`src/rtl/fifo_cache_replacement_core_defines.svh`:
```
// ----------------------------------------------------------------------------
// fifo_cache_replacement_core_defines
// Assertion macros shared by the replacement core. Each macro checks one
// property on the rising edge of aclk, with checking held off during reset.
// ----------------------------------------------------------------------------
`ifndef FIFO_CACHE_REPLACEMENT_CORE_DEFINES_SVH
`define FIFO_CACHE_REPLACEMENT_CORE_DEFINES_SVH

// consequent must hold in the same cycle as the antecedent
`define FCR_ASSERT_SAME(lbl, ante, cons, msg) \
    lbl: assert property (@(posedge aclk) disable iff (!aresetn) \
        (ante) |-> (cons)) else $error(msg);

// consequent must hold in the cycle after the antecedent
`define FCR_ASSERT_NEXT(lbl, ante, cons, msg) \
    lbl: assert property (@(posedge aclk) disable iff (!aresetn) \
        (ante) |=> (cons)) else $error(msg);

`endif

```
`src/rtl/fcr_pkg.sv`:
```
// ----------------------------------------------------------------------------
// fcr_pkg
// Types and constants shared by the modules of the replacement core.
// ----------------------------------------------------------------------------
`default_nettype none

package fcr_pkg;

    // default geometry
    localparam int SETS_DEF = 64;
    localparam int WAYS_DEF = 16;

    // field widths on the ports
    localparam int STAMP_W     = 64;
    localparam int SET_IDX_W   = 6;
    localparam int WAY_IDX_W   = 4;
    localparam int S_TDATA_W   = 16;
    localparam int M_TDATA_W   = 8;

    // request kinds carried on s_tuser
    localparam logic OP_FIND = 1'b0;
    localparam logic OP_FILL = 1'b1;

    // control states
    typedef enum logic [1:0] {
        ST_CLEAR,
        ST_IDLE,
        ST_SCAN,
        ST_HOLD
    } state_t;

    // controls from the sequencer to the oldest-stamp unit
    typedef struct packed {
        logic compare;
        logic first;
    } scan_ctl_t;

endpackage

`default_nettype wire

```
`src/rtl/fcr_oldest.sv`:
```
// ----------------------------------------------------------------------------
// fcr_oldest
// Running minimum over the stamps of one set, one way per cycle. Strict
// compare keeps the lowest way on equal stamps.
// ----------------------------------------------------------------------------
`default_nettype none

module fcr_oldest
    import fcr_pkg::*;
#(
    parameter int WAY_W = 4
) (
    input  wire logic               aclk,
    input  wire scan_ctl_t          scan_ctl,
    input  wire logic [WAY_W-1:0]   way,
    input  wire logic [STAMP_W-1:0] rd_stamp,
    output logic      [WAY_W-1:0]   best_way
);

    logic [STAMP_W-1:0] best_stamp_reg, best_stamp_next;
    logic [WAY_W-1:0]   best_way_reg, best_way_next;

    // take the first way, then any strictly older one
    always_comb begin
        best_stamp_next = best_stamp_reg;
        best_way_next   = best_way_reg;
        if (scan_ctl.compare && (scan_ctl.first || (rd_stamp < best_stamp_reg))) begin
            best_stamp_next = rd_stamp;
            best_way_next   = way;
        end
    end

    always_ff @(posedge aclk) begin
        best_stamp_reg <= best_stamp_next;
        best_way_reg   <= best_way_next;
    end

    assign best_way = best_way_reg;

endmodule

`default_nettype wire

```
`config.mk`:
```
export PLATFORM = sky130hd
export DESIGN_NAME = fcr_oldest
export DESIGN_NICKNAME = d
export VERILOG_FILES = /design/src/rtl/fifo_cache_replacement_core_defines.svh /design/src/rtl/fcr_pkg.sv /design/src/rtl/fcr_oldest.sv
export SDC_FILE = /design/constraint.sdc
export NUM_CORES = 1
export LEC_CHECK = 0
export BUFFER_PORTS_ARGS = -buffer_cell sky130_fd_sc_hd__buf_4
export CAP_MARGIN = 40
export CORE_MARGIN = 3
export CORE_UTILIZATION = 35
export CTS_CLUSTER_DIAMETER = 200
export CTS_CLUSTER_SIZE = 30
export DETAILED_ROUTE_END_ITERATION = 12
export PLACE_DENSITY_LB_ADDON = 0.25
export SYNTH_ARGS = -nofsm -noshare
export SYNTH_HDL_FRONTEND = slang
export SYNTH_SLANG_ARGS = --single-unit
```
`constraint.sdc`:
```
create_clock -name aclk -period 4.5 [get_ports aclk]
set_clock_uncertainty 0.05 [all_clocks]
set_input_delay 0.225 -clock aclk [delete_from_list [all_inputs] [get_ports aclk]]
set_output_delay 0.225 -clock aclk [all_outputs]
set_load 0.005 [all_outputs]
```
==> results.md, run 1 <==
* Comb power frac at 17.3%
* Worst Path Arrival at 3.23 ns
* Synth warn at 0
* Hold buffer count at cts at 4
* DR DRC count at 0
* Post-synth top area share at 56.02%
* CTS buffer count at 9
* Nets at between 500 and 600
* Layout Cells excl Fill at 520
* Gp weighted congestion at 0.7431
* Pre-antenna DRT Iters at 4
* Max FO, Critical Path at 44
* Die area at around 0.012 sq mm
* Worst-path clk slew at 0.08 ns
* Critical path class: in2reg
* Die X-Extent at between 100 and 150 um
* Status: completed
* Post-Syn Nets at 427
* Gr ovfl total at 0
* Setup tns final at 0 ns
* Crit-path max cell delay at about 0.56 ns
* Post-synth top cells: edfxtp_1, inv_1, ha_1
* Antenna cells at 0
* Slew headroom at 60.84%
* Max reg flops at 64
* F_max at approximately 310 MHz
* Final Hold Viols at 0
* Routed wire length at about 6600 um
* Worst Tran Pin Value at 0.5873 ns
* Internal power at roughly 1.1 mW
* RSZ-0062 raised after global routing: no
* Critical path launch point type: input pin
* Post-synthesis async set-or-reset flop share at 0%
* Synth cell types at 28
* GRT Total Usage at 12.30%
* WL/cell at 12.69 um
* Psw at 0.3656 mW
* Area delta synth->final at 26.26%
* Largest family of logic cells by synthesized area: adder cells
* # setup viols final at 0
* CTS sink count at 68
* Via density at 4.562
* Ratio of cells with drive above 1 in the final layout at 23.26%
* Largest area contributor in the netlist: edfxtp_1
* Post-synthesis xor/xnor area fraction at 0%
* Kind of end point of the critical path: flop
* Antenna-violating nets left at 0
* Sw Ratio at 24.20%
* Post-synthesis adder-cell area fraction at 21.63%
* Simple-gate share of the synthesized area at under 10%
* Post-synth EDFFs at 68
* Hold Path Class: in2reg
* Vias at ~2,400
* Clock power frac at 30.9%
* Sequential cell area fraction in the yosys report at 56.02%
* Most common cell in the netlist: edfxtp_1
* Largest net degree at the start of global routing at 45
* Peak supply drop at approximately 0.14 mV
* Core area at 0.009955 sq mm
* Critical Path RT at 4.47 ns
* DP Wirelength at 5174 um
* Power Density at 328.3 mW/mm^2
* Clock latency on the worst-skew pair at roughly 0.34 ns
* P_leak at 2.165 nW
* Share of total power in sequential cells at 51.8%
* First-pass GRT wire length at 11,020 um
* Syn avg cell area at between 10 and 15 sq um
* Max-Cap Viols at 0
* Max-slew violations at 0
* Die Y-Extent at 108.0 um
* Post-synth top flop: edfxtp_1
* I/O Buffers at 74
* Syn Inst Count at 293
* Initial antenna violation count at 0
* Cell row count at 36
* Post-CTS setup buffer count at 0
* Synth area leaders: edfxtp_1, ha_1, inv_1, a21oi_1, nand4_1
* I/O pins at 75
* CTS max path bufs at 2
* Post-CTS sizing at 0
* Crit-path slowest cell: and3_2
* Yosys reg bits at 68
* Worst-path cell chain: dlygate4sd3_1, buf_4, ha_1, a21oi_2, o21ai_1, a221o_1, a2111oi_2, a21o_1, and3_2, buf_12
* CTS HTree Levels at 3
* Final worst path period share at 72.56%
* Compound-gate portion of the synthesized area at 8.514%
* TritonCTS clock tree: yes
* Starting density of the core at 36.61%
* DRT iter0 DRCs at 63
* Syn Std Cell Area at 0.003645 sq mm
* Vias in the first global route at 2,381
* Min Clock Period, post-route at between 3 and 4 ns
* Post-Place Cells at around 500
* Root buffer selected by CTS: clkbuf_8
* Post-synthesis mux area share at 0%
[critical path, delay by kind of cell]
| kind | cells | cell delay (ns) |
|---|---|---|
| compound gates | 5 | 1.10 |
| simple gates | 1 | 0.56 |
| fa+ha+maj | 1 | 0.31 |
| buf+inv | 3 | 1.00 |
[cell usage in the layout (no fill, tap or decap)]
| master | synthesis | layout |
|---|---|---|
| a2111oi_0 | 1 | 1 |
| a2111oi_2 | 2 | 2 |
| a211oi_1 | 1 | 1 |
| a21o_1 | 9 | 9 |
| a21oi_1 | 21 | 21 |
| a21oi_2 | 1 | 1 |
| a221o_1 | 1 | 1 |
| a221oi_1 | 1 | 1 |
| a31oi_1 | 2 | 2 |
| and3_1 | 2 | 1 |
| and3_2 | 0 | 1 |
| and4_1 | 2 | 2 |
| buf_12 | 0 | 1 |
| buf_4 | 0 | 74 |
| bufinv_16 | 0 | 1 |
| clkbuf_1 | 0 | 3 |
| clkbuf_8 | 0 | 9 |
| clkinv_1 | 0 | 1 |
| clkinv_2 | 0 | 1 |
| dlygate4sd3_1 | 0 | 4 |
| edfxtp_1 | 68 | 68 |
| ha_1 | 63 | 63 |
| inv_1 | 65 | 65 |
| nand2_1 | 12 | 12 |
| nand2b_1 | 2 | 2 |
| nand3_1 | 10 | 10 |
| nand3b_1 | 1 | 1 |
| nand4_1 | 12 | 12 |
| nor2_1 | 3 | 3 |
| nor2b_1 | 1 | 1 |
| nor3_1 | 2 | 2 |
| o21ai_0 | 4 | 4 |
| o21ai_1 | 3 | 3 |
| o31ai_1 | 1 | 1 |
| o41ai_1 | 1 | 1 |
| or2_1 | 1 | 1 |
| or3_1 | 1 | 1 |
[per-stage QoR]
stage          total power, mW  setup WS, ns  instance area (sq um)  utilization, %  hold slack, ns
3_5_place_dp             1.060         1.401                   4388           44.08          0.3565
6_report                 1.511         1.235                   4602           46.23         0.02259
2_1_floorplan           0.9489        0.7318                   3645               -          0.2739
4_1_cts                  1.543         1.206                   4602           46.23       0.0008175
5_1_grt                  1.608         1.038                   4602           46.23        0.002837
3_3_place_gp             1.051         1.446                   4388           44.08          0.3570
[kinds of logic after synthesis]
logic type	count (synthesis)
AND/OR/NAND/NOR	49
AO/OA/AOI/OAI	48
flip-flops	68
buffers and inverters	65
adder cells (fa/ha/maj)	63
[routing by layer]
layer  share of wire [%]  vias up  GRT usage [%]
met3                 5.0        9          3.522
met2                  47       52          19.40
met4                 1.5        0          4.599
met5                   0        -              0
li1                    -     1240              -
met1                  46     1071          16.12
[path summary, 6_finish.rpt]
kind                 startpoint  slack [ns]            endpoint  depth (start not counted)
max                rd_stamp[19]        1.23  best_stamp_reg[41]                         10
min                rd_stamp[18]        0.02  best_stamp_reg[18]                          1
max reg2reg  best_stamp_reg[19]        1.43  best_stamp_reg[41]                          9
min reg2reg  best_stamp_reg[63]        1.31  best_stamp_reg[10]                          5
[layout make-up]
cell class,count,area [sq um]
tap,133,166.4
timing repair buffer,79,615.6
inverter,65,244.0
clock inverter,3,38.79
sequential,68,2042
clock buffer,12,135.1
multi-input combinational,160,1360
fill,941,5353
[power by group through the flow]
stage | Sequential (mW) | Combinational [mW] | Clock [mW]
2_1_floorplan | 0.797 | 0.152 | 0
3_3_place_gp | 0.795 | 0.256 | 0
3_5_place_dp | 0.796 | 0.263 | 0
4_1_cts | 0.782 | 0.268 | 0.493
5_1_grt | 0.787 | 0.308 | 0.513
6_report | 0.782 | 0.262 | 0.467
Power figures use the tool's default switching activity.
==> run 2: changes to the inputs <==
Clock period 4.5 ns to 2.96 ns, I/O delays scaled along.
==> run 2 against run 1 <==
- utilization grew 6.6 points
- sequential cell count unchanged
- critical path depth did not move
- critical path type unchanged
- critical endpoint is now best_stamp_reg[0]
- largest cell class unchanged
- highest routed layer unchanged
==> results.md, run 2 (same netlist as run 1, synthesis figures left out) <==
* WP buf/inv at 3 (unchanged)
* Status: completed
* Ratio of cells with drive above 1 in the final layout at 20.70% (-2.6 points)
* GRT Total Usage at 13.69% (+1.4 points)
* Critical path origin: rd_stamp[19]
* Max FO, Critical Path at 28 (-36%)
* First-pass GRT wire length at 12,450 um (+13%)
* Post-Place Cells at 503 (+0.40%)
* Reg2reg path depth at 9 (unchanged)
* Largest net degree at the start of global routing at 29 (-36%)
* Starting density of the core at 36.61% (unchanged)
* R2R Setup Slk at 0.30 ns (-1.13 ns)
* CTS buffer count at 9 (unchanged)
* Crit-path max cell delay at 0.54 ns (-0.02 ns)
* Setup tns final at 0 ns (unchanged)
* Most common cell after layout, fill and taps aside: buf_4
* Post-CTS setup buffer count at 0 (unchanged)
* Root buffer selected by CTS: clkbuf_8
* Final Hold Viols at 0 (unchanged)
* Slew headroom at 71.04% (+10 points)
* Post-CTS sizing at 0 (unchanged)
* # setup viols final at 0 (unchanged)
* Vias in the first global route at 2,808 (+18%)
* Final worst path period share at 94.06%
* Gr ovfl total at 0 (unchanged)
* Via density at 4.482 (-1.7%)
* Initial antenna violation count at 0 (unchanged)
* Antenna-violating nets left at 0 (unchanged)
* Power Density at 438.1 mW/mm^2 (+33%)
* Worst Path Arrival at 2.77 ns (-0.46 ns)
* Placed Area at 0.004419 sq mm (+0.71%)
* Peak supply drop at 0.2556 mV (+77%)
* CTS max path bufs at 2 (unchanged)
* Max reg flops at 64 (unchanged)
* Area delta synth->final at 44.25%
* DRT iter0 DRCs at 51 (-19%)
* Hold buffer count at cts at 68 (+64)
* Worst Tran Pin Value at 0.4235 ns (-0.1638 ns)
* Vias at 2,631 (+11%)
* Crit-path slowest cell: dlygate4sd3_1
* Worst-path cell chain: dlygate4sd3_1, buf_4, ha_1, a21oi_2, o21ai_1, a221o_1, a2111oi_2, a21o_1, and3_4, buf_12
* Max-slew violations at 0 (unchanged)
* RSZ-0062 raised after global routing: no
* F_max at 359.2 MHz
* Routed wire length at 7466 um (+13%)
* R2R Path End: best_stamp_reg[0]
* Hold Path Sink: best_stamp_reg[47]
* Top delay family on crit path: compound AO/OA/AOI/OAI gates
* P_leak at 2.440 nW (+13%)
* CTS HTree Levels at 3 (unchanged)
* Commonest non-fill, non-tap cells in the layout: buf_4, edfxtp_1, dlygate4sd3_1, inv_1, ha_1
* TritonCTS clock tree: yes
* Critical Path RT at 2.95 ns (-1.52 ns)
* Gp weighted congestion at 0.7329 (-1.4%)
* Hold slack at 0.4410 ns (+0.4184 ns)
* DP Wirelength at 5447 um (+5.3%)
* Die X-Extent at 108.0 um (unchanged)
* Hold Crit Start: scan_ctl[1]
* WL/cell at 12.72 um (+0.21%)
* Hold Path Cell Cnt at 4 (+3)
* CTS sink count at 68 (unchanged)
* Antenna cells at 0 (unchanged)
* Cell row count at 36 (unchanged)
* Hold Path Class: in2reg
* Die Y-Extent at 108.0 um (unchanged)
* Min Clock Period, post-route at 2.784 ns
* Core area at 0.009955 sq mm (unchanged)
* Nets at 583 (+13%)
* Layout Cells excl Fill at 587 (+13%)
* Design area at 0.005258 sq mm (+14%)
* Critical path class: in2reg
* Critical path launch point type: input pin
* Clock latency on the worst-skew pair at 0.34 ns (about the same)
* I/O pins at 75 (unchanged)
* Reg-to-reg startpoint: best_stamp_reg[19]
* Kind of end point of the critical path: flop
* Worst-path clk slew at 0.07 ns (about the same)
* Die area at 0.01167 sq mm (unchanged)
* Max-Cap Viols at 0 (unchanged)
* Pre-antenna DRT Iters at 4 (unchanged)
* I/O Buffers at 74 (unchanged)
* DR DRC count at 0 (unchanged)
-- run 2: cell types whose count changed in the layout (fill, tap and decap cells not counted) --
| cell | delta |
|---|---|
| and3_2 | -1 |
| clkinv_1 | +2 |
| clkbuf_1 | -3 |
| and3_4 | +1 |
| clkinvlp_4 | +1 |
| buf_4 | +1 |
| buf_12 | +1 |
| clkinv_2 | +2 |
| dlygate4sd3_1 | +64 |
| bufinv_16 | -1 |
-- run 2: how the worst max path moves through the flow --
stage	slack (ns)	cells past startpoint	to
global route	0.01	10	best_stamp_reg[0]
global placement	0.35	9	best_stamp_reg[0]
finish	0.18	10	best_stamp_reg[0]
floorplan	0.26	8	best_stamp_reg[0]
CTS	0.18	10	best_stamp_reg[0]
detailed placement	0.28	9	best_stamp_reg[36]
-- run 2: power by group --
group | internal, mW | total (mW) | switching [mW]
clock network | 0.290 | 0.633 | 0.343
registers | 1.17 | 1.19 | 0.0211
logic | 0.255 | 0.481 | 0.225
-- run 2: worst register-to-register path: stages, from the launching register on --
cell	delay (ns)
edfxtp_1	0.37
inv_1	0.07
ha_1	0.24
a21oi_2	0.14
o21ai_1	0.07
a221o_1	0.36
a2111oi_2	0.35
a21o_1	0.18
and3_4	0.30
buf_12	0.22
-- run 2: layer usage --
layer	routed length [um]	part of all wire, %	track usage, %
met1	3547	48	17.26
met2	3476	47	22.42
met3	340	4.6	4.358
met4	101	1.4	4.328
met5	0	0	0
-- run 2: cell type report --
cell class	count	area (sq um)
timing repair buffer	145	1284
clock inverter	7	33.78
tap	133	166.4
multi-input combinational	160	1364
fill	880	4697
clock buffer	9	123.9
sequential	68	2042
inverter	65	244.0
-- run 2: stage by stage --
stage	power (mW)	setup slack (ns)	util, %
after detailed placement	1.623	0.2839	44.39
after CTS	2.342	0.1845	52.82
after global placement	1.608	0.3532	44.39
after floorplan	1.439	0.2613	-
final	2.303	0.1758	52.82
after global routing	2.450	0.01125	52.82
==> run 3: changes to the inputs <==
Settings changed: MAX_ROUTING_LAYER set to met4.
Clock period 2.96 ns to 2.35 ns, I/O delays scaled along.
==> run 3 against run 2 <==
- the flow now finishes with violations (setup timing)
- via count increased by 2.1%
- critical path depth fell by 1
- hold slack got worse by 0.39 ns
- clock power is 23% higher
- non-clock buffer count rose by 7
- power increased by 28%
- highest routed layer unchanged
- register-to-register slack worse by 0.51 ns
- final area up 2.8%
==> results.md, run 3 (same netlist as run 1, synthesis figures left out) <==
* First-pass GRT wire length at 12,920 um (+3.8%)
* Area delta synth->final at 48.23%
* Kind of end point of the critical path: flop
* Final worst path period share at 108.8%
* TritonCTS clock tree: yes
* CTS max path bufs at 2 (unchanged)
* Hold Path Class: in2reg
* Power Density at 544.0 mW/mm^2 (+24%)
* Root buffer selected by CTS: clkbuf_8
* Post-Place Cells at 510 (+1.4%)
* Final WS setup at -0.2064 ns (-0.3822 ns)
* CTS buffer count at 9 (unchanged)
* Layout Cells excl Fill at 593 (+1.0%)
* Worst-path clk slew at 0.07 ns (about the same)
* Final Hold Viols at 0 (unchanged)
* Reg2reg path depth at 9 (unchanged)
* Post-CTS setup buffer count at 0 (unchanged)
* Commonest non-fill, non-tap cells in the layout: buf_4, edfxtp_1, dlygate4sd3_1, inv_1, ha_1
* # setup viols final at 68 (+68)
* Core area at 0.009955 sq mm (unchanged)
* Max FO, Critical Path at 21 (-25%)
* Critical Path RT at 2.34 ns (-0.61 ns)
* Via density at 4.528 (+1.0%)
* CTS sink count at 68 (unchanged)
* R2R Path End: best_stamp_reg[54]
* RSZ-0062 raised after global routing: yes
* Min Clock Period, post-route at 2.556 ns
* Max-Cap Viols at 0 (unchanged)
* Critical path class: reg2reg
* Failing checks: setup timing
* Ratio of cells with drive above 1 in the final layout at 23.70% (+3.0 points)
* Largest net degree at the start of global routing at 22 (-24%)
* Hold Path Cell Cnt at 2 (-2)
* Max-slew violations at 0 (unchanged)
* GRT Total Usage at 14.64% (+0.96 points)
* WL/cell at 13.26 um (+4.3%)
* Die area at 0.01167 sq mm (unchanged)
* Clock latency on the worst-skew pair at 0.33 ns (about the same)
* Starting density of the core at 36.61% (unchanged)
* Gr ovfl total at 0 (unchanged)
* Routed wire length at 7865 um (+5.3%)
* Worst Path Arrival at 2.55 ns (-0.22 ns)
* Initial antenna violation count at 0 (unchanged)
* Status: complete, but fails checks
* Most common cell after layout, fill and taps aside: buf_4
* Critical path origin: best_stamp_reg[19]
* Vias in the first global route at 2,817 (+0.32%)
* I/O Buffers at 74 (unchanged)
* Hold Crit Start: rd_stamp[22]
* Gp weighted congestion at 0.7932 (+8.2%)
* DR DRC count at 0 (unchanged)
* Slew headroom at 78.65% (+7.6 points)
* Antenna cells at 0 (unchanged)
* DRT iter0 DRCs at 60 (+18%)
* Max reg flops at 64 (unchanged)
* Nets at 590 (+1.2%)
* # fillers at 901 (+2.4%)
* Vias at 2,685 (+2.1%)
* Pre-antenna DRT Iters at 4 (unchanged)
* Die Y-Extent at 108.0 um (unchanged)
* Cell row count at 36 (unchanged)
* Peak supply drop at 0.3497 mV (+37%)
* Setup tns final at -12.81 ns (-12.81 ns)
* Antenna-violating nets left at 0 (unchanged)
* F_max at 391.2 MHz
* Worst Tran Pin Value at 0.3196 ns (-0.1039 ns)
* Hold Path Sink: best_stamp_reg[22]
* I/O pins at 75 (unchanged)
* R2R Setup Slk at -0.21 ns (-0.51 ns)
* P_leak at 2.492 nW (+2.1%)
* CTS HTree Levels at 3 (unchanged)
* Reg-to-reg startpoint: best_stamp_reg[19]
* DP Wirelength at 5697 um (+4.6%)
* Critical path launch point type: flop
* Die X-Extent at 108.0 um (unchanged)
## run 3: power breakdown
group	switching, mW	internal (mW)
sequential	0.0298	1.47
combinational	0.301	0.356
clock	0.412	0.367
total	0.743	2.20
## run 3: worst max path at each step
stage                               endpoint  slack (ns)  cells past startpoint
final                     best_stamp_reg[54]       -0.21                      9
after global routing             best_way[1]       -0.31                      9
after CTS                 best_stamp_reg[20]       -0.21                      9
after detailed placement  best_stamp_reg[37]       -0.26                      9
after global placement    best_stamp_reg[37]       -0.20                      9
after floorplan            best_stamp_reg[0]       -0.28                      8
## run 3: per-layer routing
metal	track usage [%]	vias to the layer above	wire [um]
met4	3.787	0	57
met3	3.761	7	365
met2	23.49	61	3756
met1	18.58	1228	3687
li1	-	1389	-
met5	-	-	0
## run 3: cell type report
class	count	area, sq um	area share, %
clock buffer	11	131.4	2.432
inverter	65	244.0	4.516
tap	133	166.4	3.080
multi-input combinational	160	1435	26.56
timing repair buffer	152	1366	25.29
clock inverter	4	17.52	0.3242
sequential	68	2042	37.80
## run 3: repair_timing
action,in CTS,in global routing
endpoints found under the hold margin,67,1
gates resized for setup,3,11
hold buffers,66,1
pin swaps,0,2
gates cloned,0,1
setup endpoints to repair,68,68
## run 3: stage by stage
step	power, mW	utilization [%]	setup slack (ns)	area [sq um]	hold slack [ns]
6_report	2.939	54.27	-0.2064	5403	0.04816
5_1_grt	3.133	54.27	-0.3145	5403	0.02575
4_1_cts	2.961	53.34	-0.2074	5310	-0.07347
3_5_place_dp	2.070	45.05	-0.2644	4484	0.2485
3_3_place_gp	2.051	45.05	-0.2027	4484	0.2484
2_1_floorplan	1.815	-	-0.2763	3662	0.1664
## run 3: critical path, stage by stage, from the launching register on
cell and delay [ns]:
edfxtp_1 0.40, inv_2 0.08, ha_4 0.19, a21oi_2 0.10
o21ai_1 0.08, a221o_1 0.39, a2111oi_4 0.33, a21o_1 0.16
and3_4 0.29, buf_12 0.19
